<file path="src/rtl/ift_pkg.sv">
// ----------------------------------------------------------------------------
// ift_pkg
// Shared request types and protocol constants for the IPv4 flow tuple
// extractor.
// ----------------------------------------------------------------------------
package ift_pkg;

    localparam logic [15:0] ETYPE_IPV4 = 16'h0800;
    localparam logic [15:0] ETYPE_VLAN = 16'h8100;

    localparam logic [7:0] PROTO_ICMP = 8'd1;
    localparam logic [7:0] PROTO_TCP  = 8'd6;
    localparam logic [7:0] PROTO_UDP  = 8'd17;

    localparam logic [3:0] IP_VERSION_4 = 4'd4;
    localparam logic [6:0] OFFSET_MAX   = 7'd127;
    localparam logic [6:0] OFF_TYPE_HI  = 7'd12;
    localparam logic [6:0] OFF_TYPE_LO  = 7'd13;
    localparam logic [6:0] OFF_INNER_HI = 7'd16;
    localparam logic [6:0] OFF_INNER_LO = 7'd17;
    localparam logic [6:0] IP_START     = 7'd14;
    localparam logic [6:0] IP_START_TAG = 7'd18;

    localparam logic [1:0] ST_OK          = 2'd0;
    localparam logic [1:0] ST_FILTERED    = 2'd1;
    localparam logic [1:0] ST_UNSUPPORTED = 2'd2;
    localparam logic [1:0] ST_SHORT       = 2'd3;

    typedef struct packed {
        logic [7:0]  frame_byte;
        logic        last_byte;
        logic        is_receive;
        logic [15:0] interface_index;
    } t_in_req;

    typedef struct packed {
        logic [1:0]  status;
        logic [31:0] source_address;
        logic [31:0] dest_address;
        logic [7:0]  protocol_number;
        logic [15:0] source_port;
        logic [15:0] dest_port;
    } t_out_req;

endpackage

</file>
<file path="src/rtl/ipv4_flow_tuple_extractor.sv">
// ----------------------------------------------------------------------------
// ipv4_flow_tuple_extractor
// Parses an Ethernet frame byte by byte and reports the IPv4 five-tuple.
// ----------------------------------------------------------------------------
// Throughput: one frame byte per cycle unless a last byte waits on a stalled
// result; set by the per-byte offset compare and capture in the parser.
// A last byte is taken into the input register, and its result is then loaded
// into the result register; a stalled result holds the last byte.
// Reset clears the interface filter, the parse state and both stage valids.
// ----------------------------------------------------------------------------
module ipv4_flow_tuple_extractor (
    input  logic              i_clk,
    input  logic              i_rst_n,
    input  logic              i_cfg_wr_en,
    input  logic [15:0]       i_cfg_wr_data,
    input  logic              i_in_valid,
    input  ift_pkg::t_in_req  i_in_req,
    output logic              o_in_stall,
    output logic              o_out_valid,
    output ift_pkg::t_out_req o_out_req,
    input  logic              i_out_stall
);

    logic [15:0]       r_interface_filter;
    logic              w_in_valid;
    ift_pkg::t_in_req  w_in_req;
    logic              w_out_free;
    logic              w_advance;
    logic              w_load;
    ift_pkg::t_out_req w_result;

    always_ff @(posedge i_clk) begin
        if (!i_rst_n) begin
            r_interface_filter <= '0;
        end else if (i_cfg_wr_en) begin
            r_interface_filter <= i_cfg_wr_data;
        end
    end

    assign w_advance = w_in_valid && (!w_in_req.last_byte || w_out_free);
    assign w_load    = w_advance && w_in_req.last_byte;

    ift_in_reg u_in_reg (
        .i_clk      (i_clk),
        .i_rst_n    (i_rst_n),
        .i_in_valid (i_in_valid),
        .i_in_req   (i_in_req),
        .o_in_stall (o_in_stall),
        .i_advance  (w_advance),
        .o_valid    (w_in_valid),
        .o_req      (w_in_req)
    );

    ift_parser u_parser (
        .i_clk              (i_clk),
        .i_rst_n            (i_rst_n),
        .i_advance          (w_advance),
        .i_req              (w_in_req),
        .i_interface_filter (r_interface_filter),
        .o_result           (w_result)
    );

    ift_out_reg u_out_reg (
        .i_clk       (i_clk),
        .i_rst_n     (i_rst_n),
        .i_load      (w_load),
        .i_result    (w_result),
        .o_free      (w_out_free),
        .o_out_valid (o_out_valid),
        .o_out_req   (o_out_req),
        .i_out_stall (i_out_stall)
    );

    a_rise_after_last: assert property (@(posedge i_clk) disable iff (!i_rst_n)
        $rose(o_out_valid) |-> $past(w_load))
        else $error("result appeared without a last byte");

    a_bad_status_zero: assert property (@(posedge i_clk) disable iff (!i_rst_n)
        (o_out_valid && o_out_req.status != ift_pkg::ST_OK) |->
        (o_out_req.source_address == 32'd0 && o_out_req.dest_address == 32'd0 &&
         o_out_req.protocol_number == 8'd0 && o_out_req.source_port == 16'd0 &&
         o_out_req.dest_port == 16'd0))
        else $error("rejected result carries tuple data");

    a_load_needs_room: assert property (@(posedge i_clk) disable iff (!i_rst_n)
        (w_load && o_out_valid) |-> !i_out_stall)
        else $error("result register overwritten while stalled");

    a_stall_only_full: assert property (@(posedge i_clk) disable iff (!i_rst_n)
        o_in_stall |-> (w_in_valid && w_in_req.last_byte))
        else $error("input stalled without a pending last byte");

endmodule

</file>
<file path="src/rtl/ift_in_reg.sv">
// ----------------------------------------------------------------------------
// ift_in_reg
// Input register stage that holds one byte request until the parser takes it.
// ----------------------------------------------------------------------------
module ift_in_reg (
    input  logic             i_clk,
    input  logic             i_rst_n,
    input  logic             i_in_valid,
    input  ift_pkg::t_in_req i_in_req,
    output logic             o_in_stall,
    input  logic             i_advance,
    output logic             o_valid,
    output ift_pkg::t_in_req o_req
);

    logic             r_valid;
    logic             n_valid;
    ift_pkg::t_in_req r_req;
    logic             w_accept;

    assign o_in_stall = r_valid && !i_advance;
    assign w_accept   = i_in_valid && !o_in_stall;
    assign n_valid    = w_accept || (r_valid && !i_advance);

    always_ff @(posedge i_clk) begin
        if (!i_rst_n) begin
            r_valid <= 1'b0;
        end else begin
            r_valid <= n_valid;
        end
    end

    always_ff @(posedge i_clk) begin
        if (w_accept) begin
            r_req <= i_in_req;
        end
    end

    assign o_valid = r_valid;
    assign o_req   = r_req;

endmodule

</file>
<file path="src/rtl/ift_parser.sv">
// ----------------------------------------------------------------------------
// ift_parser
// Per-byte header capture and end-of-frame classification of the tuple.
// ----------------------------------------------------------------------------
module ift_parser (
    input  logic              i_clk,
    input  logic              i_rst_n,
    input  logic              i_advance,
    input  ift_pkg::t_in_req  i_req,
    input  logic [15:0]       i_interface_filter,
    output ift_pkg::t_out_req o_result
);

    logic [6:0]  r_offset;
    logic [15:0] r_outer;
    logic [15:0] r_inner;
    logic [7:0]  r_hvl;
    logic [7:0]  r_proto;
    logic [31:0] r_src;
    logic [31:0] r_dst;
    logic [15:0] r_sport;
    logic [15:0] r_dport;

    logic [6:0]  n_offset;
    logic [15:0] n_outer;
    logic [15:0] n_inner;
    logic [7:0]  n_hvl;
    logic [7:0]  n_proto;
    logic [31:0] n_src;
    logic [31:0] n_dst;
    logic [15:0] n_sport;
    logic [15:0] n_dport;

    logic [7:0]  w_byte;
    logic [6:0]  w_ip_start;
    logic        w_in_ip;
    logic [6:0]  w_rel;
    logic [7:0]  w_hvl_eff;
    logic [6:0]  w_pbase;
    logic [7:0]  w_count;
    logic [1:0]  w_status;

    function automatic logic [1:0] judge(
        input logic [7:0]  n,
        input logic [15:0] ifidx,
        input logic [15:0] filter,
        input logic [15:0] outer,
        input logic [15:0] inner,
        input logic [7:0]  hvl,
        input logic [7:0]  proto
    );
        logic [7:0] ipst;
        if (filter != 16'd0 && ifidx != filter) begin
            return ift_pkg::ST_FILTERED;
        end
        if (n < {1'b0, ift_pkg::IP_START}) begin
            return ift_pkg::ST_SHORT;
        end
        if (outer == ift_pkg::ETYPE_VLAN) begin
            if (n < {1'b0, ift_pkg::IP_START_TAG}) begin
                return ift_pkg::ST_SHORT;
            end
            if (inner != ift_pkg::ETYPE_IPV4) begin
                return ift_pkg::ST_UNSUPPORTED;
            end
            ipst = {1'b0, ift_pkg::IP_START_TAG};
        end else if (outer != ift_pkg::ETYPE_IPV4) begin
            return ift_pkg::ST_UNSUPPORTED;
        end else begin
            ipst = {1'b0, ift_pkg::IP_START};
        end
        if (n < ipst + 8'd1) begin
            return ift_pkg::ST_SHORT;
        end
        if (hvl[7:4] != ift_pkg::IP_VERSION_4) begin
            return ift_pkg::ST_UNSUPPORTED;
        end
        if (n < ipst + 8'd10) begin
            return ift_pkg::ST_SHORT;
        end
        if (proto != ift_pkg::PROTO_TCP && proto != ift_pkg::PROTO_UDP &&
            proto != ift_pkg::PROTO_ICMP) begin
            return ift_pkg::ST_UNSUPPORTED;
        end
        if (n < ipst + 8'd20) begin
            return ift_pkg::ST_SHORT;
        end
        if (proto != ift_pkg::PROTO_ICMP &&
            n < ipst + {2'b00, hvl[3:0], 2'b00} + 8'd4) begin
            return ift_pkg::ST_SHORT;
        end
        return ift_pkg::ST_OK;
    endfunction

    assign w_byte     = i_req.frame_byte;
    assign w_ip_start = (r_outer == ift_pkg::ETYPE_VLAN) ? ift_pkg::IP_START_TAG
                                                         : ift_pkg::IP_START;
    assign w_in_ip    = (r_offset >= ift_pkg::IP_START) && (r_offset >= w_ip_start);
    assign w_rel      = r_offset - w_ip_start;
    assign w_hvl_eff  = (w_rel == 7'd0) ? w_byte : r_hvl;
    assign w_pbase    = {1'b0, w_hvl_eff[3:0], 2'b00};
    assign w_count    = {1'b0, r_offset} + 8'd1;

    always_comb begin
        n_offset = (r_offset < ift_pkg::OFFSET_MAX) ? r_offset + 7'd1 : r_offset;
        n_outer  = r_outer;
        n_inner  = r_inner;
        n_hvl    = r_hvl;
        n_proto  = r_proto;
        n_src    = r_src;
        n_dst    = r_dst;
        n_sport  = r_sport;
        n_dport  = r_dport;
        if (r_offset == ift_pkg::OFF_TYPE_HI || r_offset == ift_pkg::OFF_TYPE_LO) begin
            n_outer = {r_outer[7:0], w_byte};
        end
        if (r_outer == ift_pkg::ETYPE_VLAN &&
            (r_offset == ift_pkg::OFF_INNER_HI || r_offset == ift_pkg::OFF_INNER_LO)) begin
            n_inner = {r_inner[7:0], w_byte};
        end
        if (w_in_ip) begin
            if (w_rel == 7'd0) begin
                n_hvl = w_byte;
            end
            if (w_rel == 7'd9) begin
                n_proto = w_byte;
            end
            if (w_rel >= 7'd12 && w_rel <= 7'd15) begin
                n_src = {r_src[23:0], w_byte};
            end
            if (w_rel >= 7'd16 && w_rel <= 7'd19) begin
                n_dst = {r_dst[23:0], w_byte};
            end
            if (w_rel == w_pbase || w_rel == w_pbase + 7'd1) begin
                n_sport = {r_sport[7:0], w_byte};
            end
            if (w_rel == w_pbase + 7'd2 || w_rel == w_pbase + 7'd3) begin
                n_dport = {r_dport[7:0], w_byte};
            end
        end
    end

    assign w_status = judge(w_count, i_req.interface_index, i_interface_filter,
                            n_outer, n_inner, n_hvl, n_proto);

    always_comb begin
        o_result = '0;
        o_result.status = w_status;
        if (w_status == ift_pkg::ST_OK) begin
            o_result.protocol_number = n_proto;
            if (i_req.is_receive) begin
                o_result.source_address = n_dst;
                o_result.dest_address   = n_src;
            end else begin
                o_result.source_address = n_src;
                o_result.dest_address   = n_dst;
            end
            if (n_proto != ift_pkg::PROTO_ICMP) begin
                o_result.source_port = i_req.is_receive ? n_dport : n_sport;
                o_result.dest_port   = i_req.is_receive ? n_sport : n_dport;
            end
        end
    end

    always_ff @(posedge i_clk) begin
        if (!i_rst_n || (i_advance && i_req.last_byte)) begin
            r_offset <= '0;
            r_outer  <= '0;
            r_inner  <= '0;
            r_hvl    <= '0;
            r_proto  <= '0;
            r_src    <= '0;
            r_dst    <= '0;
            r_sport  <= '0;
            r_dport  <= '0;
        end else if (i_advance) begin
            r_offset <= n_offset;
            r_outer  <= n_outer;
            r_inner  <= n_inner;
            r_hvl    <= n_hvl;
            r_proto  <= n_proto;
            r_src    <= n_src;
            r_dst    <= n_dst;
            r_sport  <= n_sport;
            r_dport  <= n_dport;
        end
    end

endmodule

</file>
<file path="src/rtl/ift_out_reg.sv">
// ----------------------------------------------------------------------------
// ift_out_reg
// Result register that holds one tuple request until the receiver takes it.
// ----------------------------------------------------------------------------
module ift_out_reg (
    input  logic              i_clk,
    input  logic              i_rst_n,
    input  logic              i_load,
    input  ift_pkg::t_out_req i_result,
    output logic              o_free,
    output logic              o_out_valid,
    output ift_pkg::t_out_req o_out_req,
    input  logic              i_out_stall
);

    logic              r_valid;
    logic              n_valid;
    ift_pkg::t_out_req r_req;

    assign o_free  = !r_valid || !i_out_stall;
    assign n_valid = i_load || (r_valid && i_out_stall);

    always_ff @(posedge i_clk) begin
        if (!i_rst_n) begin
            r_valid <= 1'b0;
        end else begin
            r_valid <= n_valid;
        end
    end

    always_ff @(posedge i_clk) begin
        if (i_load) begin
            r_req <= i_result;
        end
    end

    assign o_out_valid = r_valid;
    assign o_out_req   = r_req;

endmodule

</file>
<file path="config.mk">
export PLATFORM = sky130hd
export DESIGN_NAME = ipv4_flow_tuple_extractor
export DESIGN_NICKNAME = d
export VERILOG_FILES = /design/src/rtl/ift_pkg.sv /design/src/rtl/ipv4_flow_tuple_extractor.sv /design/src/rtl/ift_in_reg.sv /design/src/rtl/ift_parser.sv /design/src/rtl/ift_out_reg.sv
export SDC_FILE = /design/constraint.sdc
export NUM_CORES = 1
export LEC_CHECK = 0
export BUFFER_PORTS_ARGS = -buffer_cell sky130_fd_sc_hd__buf_4
export CORE_MARGIN = 2
export CORE_UTILIZATION = 30
export CTS_CLUSTER_SIZE = 8
export DETAILED_ROUTE_END_ITERATION = 8
export PLACE_DENSITY = 0.49
export SLEW_MARGIN = 20
export SYNTH_ARGS = -nofsm -noshare
export SYNTH_HDL_FRONTEND = slang
export SYNTH_SLANG_ARGS = --single-unit
</file>
<file path="constraint.sdc">
create_clock -name i_clk -period 6.05 [get_ports i_clk]
set_input_delay 1.21 -clock i_clk [delete_from_list [all_inputs] [get_ports i_clk]]
set_output_delay 1.21 -clock i_clk [all_outputs]
set_load 0.1 [all_outputs]
</file>
==> impl_results.md <==
- Number of detailed-route iterations in the first pass: 5
- Ys async rst share: 0%
- CP startpoint kind: flip-flop
- Critical Path RT: 6310 ps
- Dpl cells: 2147
- NumNets Final: 1666
- Initial antenna violation count: 0
- Hold Path End: u_parser.r_sport[12]$_SDFFE_PP0P_
- Worst min-delay path class: flip-flop to flip-flop
- Largest net degree at the start of global routing: between 100 and 150
- Synth Cell Area: 0.01418 mm²
- Drt wl/cell: 18.54 µm
- Post-synth EDFFs: about 130
- Pleak: 6.650 nW
- I/O pins: 155
- PwrDens: between 200 and 300 mW/mm²
- PortBufs: 154
- Crit-path cells: nor4_2 > nand3_1 > nor3_4 > buf_12 > ha_4 > a21o_1 > a211o_1 > a2111oi_4 > and2_4 > buf_6 > mux2_4 > ha_4 > inv_2 > fa_1 > ha_1 > a21o_1 > a21o_1 > a211o_1 > o2111ai_4 > nor3_4 > o21ai_4 > clkbuf_16 > a211oi_1
- Yosys warnings: 0
- Critical Path Slowest Stage Cell: fa_1
- Reg2Reg Depth: 23
- CTS Buf Count: 44
- #FFs+latches synth: 301
- Area growth syn-to-layout: 25.06%
- H-tree depth: 2
- Tot GR Track Use: 16.38%
- Detailed Route Iter0 Violations: 767
- DRT Wirelength: 41360 µm
- RR Endpoint: u_out_reg.o_out_req[69]$_SDFFCE_PP0P_
- Crit-path max cell delay: 540 ps
- Period Utilization, post-route: 95.81%
- Die footprint: approximately 0.049 mm²
- Status: finished, final reports clean
- Antenna diodes: 0
- Die H: 221.4 µm
- Reg-to-Reg Start: u_parser.r_outer[13]$_SDFFE_PP0P_
- Share of cells above drive strength 1: 19.21%
- Via count: 11270
- Hold_ws: 451.4 ps
- Slew headroom: roughly 28%
- R2R Setup Slk: 250 ps
- Cts hold-fix bufs: 0
- Synth unique cells: around 70
- CTS tree: done
- Max cap viols: 0
- Sink Count: 301
- Number of global-route vias before repair: 10720
- CP Class: flip-flop to flip-flop
- Fin cells: 2231
- Post-synthesis sequential area ratio: between 50% and 60%
- Global-route wire length before repair: 63620 µm
- GRT Residual Overflow: 0
- Root Buffer Master: clkbuf_16
- Post-route DRC: 0
- Most used cell, CP: a21o_1
- Via/cell ratio: slightly above 5
- Clock latency on the worst-skew pair: 560 ps
- Clock transition at the registers of the reported paths: 50 ps
- Final worst path period need: 5796 ps
- Worst hold path depth: 2
- Critical path endpoint category: flip-flop
- Worst Path Max Fanout: 8
- Fmax achieved: 0.1725 GHz
- Starting Density: between 30 and 40%
- Top_reg_cell synth: dfxtp_1
- IR drop worst, VDD: 0.1879 mV
- Worst-case clock buffer depth: 3
- DP HPWL: approximately 27000 µm
- Slew @ Worst Pin: roughly 1100 ps
- Layout Skew: 26.69 ps
- RePlAce Congestion: 0.7960
- Worst hold start: u_parser.r_sport[12]$_SDFFE_PP0P_
- Avg Cell Area, Syn: 9.845 µm²
- Die width: around 220 µm
- Slew Limit Fails: 0
- Std cell rows: between 70 and 80
- Tot Pwr: 0.004715 W
- Worst Path Arrival: around 6100 ps
- Final hold vios: 0
- Antenna viol nets, final: 0
- Syn Inst Count: between 1000 and 1500
- Core Footprint: roughly 0.047 mm²
- Final setup vio count: 0
## layer usage
layer	global-route usage (%)	wire (µm)	vias up
met5	0	0	-
met4	4.438	835	0
met3	3.160	2371	62
met2	25.33	18560	323
met1	23.30	19590	5425
li1	-	-	5459
## layout by cell type (no fill, tap or decap), types with 11 or more instances in the layout
master and n:
dfxtp_1 168, a211oi_1 74, edfxtp_1 132, o21ai_0 11, xnor2_1 21, nor2b_1 18
nor2_1 88, a221oi_1 18, nand3_1 35, mux2i_1 118, nand2_1 216, a21oi_1 144
nor3_1 24, clkbuf_16 47, buf_4 201, ha_1 20, clkbuf_1 30, and2_1 67
nor4_1 11, inv_1 22
## cells in the mapped netlist, drive strengths merged, types with 4 or more instances
| master | instances | area, µm² |
|---|---|---|
| nor2b | 19 | 118.9 |
| and2 | 71 | 446.7 |
| a2111oi | 10 | 117.6 |
| dfxtp | 169 | 3383 |
| xor2 | 4 | 35.03 |
| clkbuf | 89 | 334.1 |
| buf | 21 | 108.9 |
| edfxtp | 132 | 3964 |
| a21boi | 4 | 30.03 |
| o21ai | 12 | 60.05 |
| or2 | 5 | 31.28 |
| nor4 | 14 | 100.1 |
| a211o | 5 | 43.79 |
| nand2 | 218 | 818.3 |
| a21o | 7 | 52.55 |
| a21oi | 145 | 725.7 |
| nand2b | 4 | 25.02 |
| nor2 | 91 | 341.6 |
| nand3 | 36 | 180.2 |
| o21a | 5 | 37.54 |
| mux2i | 119 | 1191 |
| a221oi | 22 | 192.7 |
| inv | 27 | 101.4 |
| or3 | 7 | 43.79 |
| a211oi | 74 | 555.5 |
| xnor2 | 22 | 192.7 |
| nor3 | 26 | 130.1 |
| ha | 26 | 325.3 |
| o31ai | 10 | 75.07 |
| nor4b | 4 | 50.05 |
| nand4 | 7 | 43.79 |
## cells by family after synthesis
| family | Yosys count | synth area share, % |
|---|---|---|
| flops | 301 | 51.83 |
| other cells | 1 | 0.02645 |
| simple gates | 516 | 17.22 |
| mux | 122 | 8.641 |
| buf+inv | 137 | 3.839 |
| fa+ha+maj | 28 | 2.577 |
| compound gates | 309 | 14.26 |
| xor+xnor | 26 | 1.606 |
## worst max-delay path, delay by kind of cell, from the launching register on
family / cells / cell delay (ps)
buffers and inverters: 4 / 580
adders and majority gates: 4 / 1240
and+or+nand+nor: 5 / 960
AOI/OAI and AO/OA: 9 / 2060
DFF: 1 / 320
muxes: 1 / 320
## report_power, final
part	switching, W	leakage [nW]	internal, W
logic	0.000166	3.24	0.0000746
clock network	0.000911	0.617	0.00141
registers	0.0000157	2.79	0.00214
total	0.00109	6.65	0.00362
## registers in the layout, indices dropped and copies added (netlist names), 26 cells and up
signal and count:
u_in_reg.o_req 26, u_out_reg.o_out_req 106, u_parser.r_dst 32, u_parser.r_src 32
## metrics by stage
stage	utilization (%)	cell area [µm²]	setup WS, ps	setup TNS [ps]
global route	38.08	17730	-37.80	-529.0
CTS	37.45	17430	-10.31	-10.31
floorplan	-	14200	34.59	0
global placement	34.67	16140	126.3	0
detailed placement	34.67	16140	46.46	0
finish	38.08	17730	253.5	0
## cell type report
class / count / area [µm²]
fillers: 4645 / 28830
clock inverters: 3 / 30.03
inverters: 27 / 103.9
repair buffers: 212 / 1682
well taps: 607 / 759.5
clock buffers: 76 / 1264
flip-flops and latches: 301 / 7348
multi-input cells: 1005 / 6541
## worst max-delay path by stage
| stage | startpoint | end | depth (start not counted) | slack (ps) |
|---|---|---|---|---|
| after global routing | u_parser.r_outer[13]$_SDFFE_PP0P_ | u_out_reg.o_out_req[41]$_SDFFCE_PP0P_ | 25 | -40 |
| after global placement | u_parser.r_outer[9]$_SDFFE_PP0P_ | u_out_reg.o_out_req[74]$_SDFFCE_PP0P_ | 22 | 130 |
| after detailed placement | u_parser.r_outer[9]$_SDFFE_PP0P_ | u_out_reg.o_out_req[41]$_SDFFCE_PP0P_ | 22 | 50 |
| after CTS | u_parser.r_outer[9]$_SDFFE_PP0P_ | u_out_reg.o_out_req[6]$_SDFFCE_PN0P_ | 22 | -10 |
| final | u_parser.r_outer[13]$_SDFFE_PP0P_ | u_out_reg.o_out_req[69]$_SDFFCE_PP0P_ | 23 | 250 |
| after floorplan | u_parser.r_outer[9]$_SDFFE_PP0P_ | u_out_reg.o_out_req[62]$_SDFFCE_PP0P_ | 24 | 30 |
## what timing repair did
item,4_1_cts,5_1_grt
setup endpoints to repair,1,100
buffers inserted,0,3
pin swaps,0,11
cloned,0,2
resized for setup,0,42
Note: power is estimated with default switching activity, not from simulation.
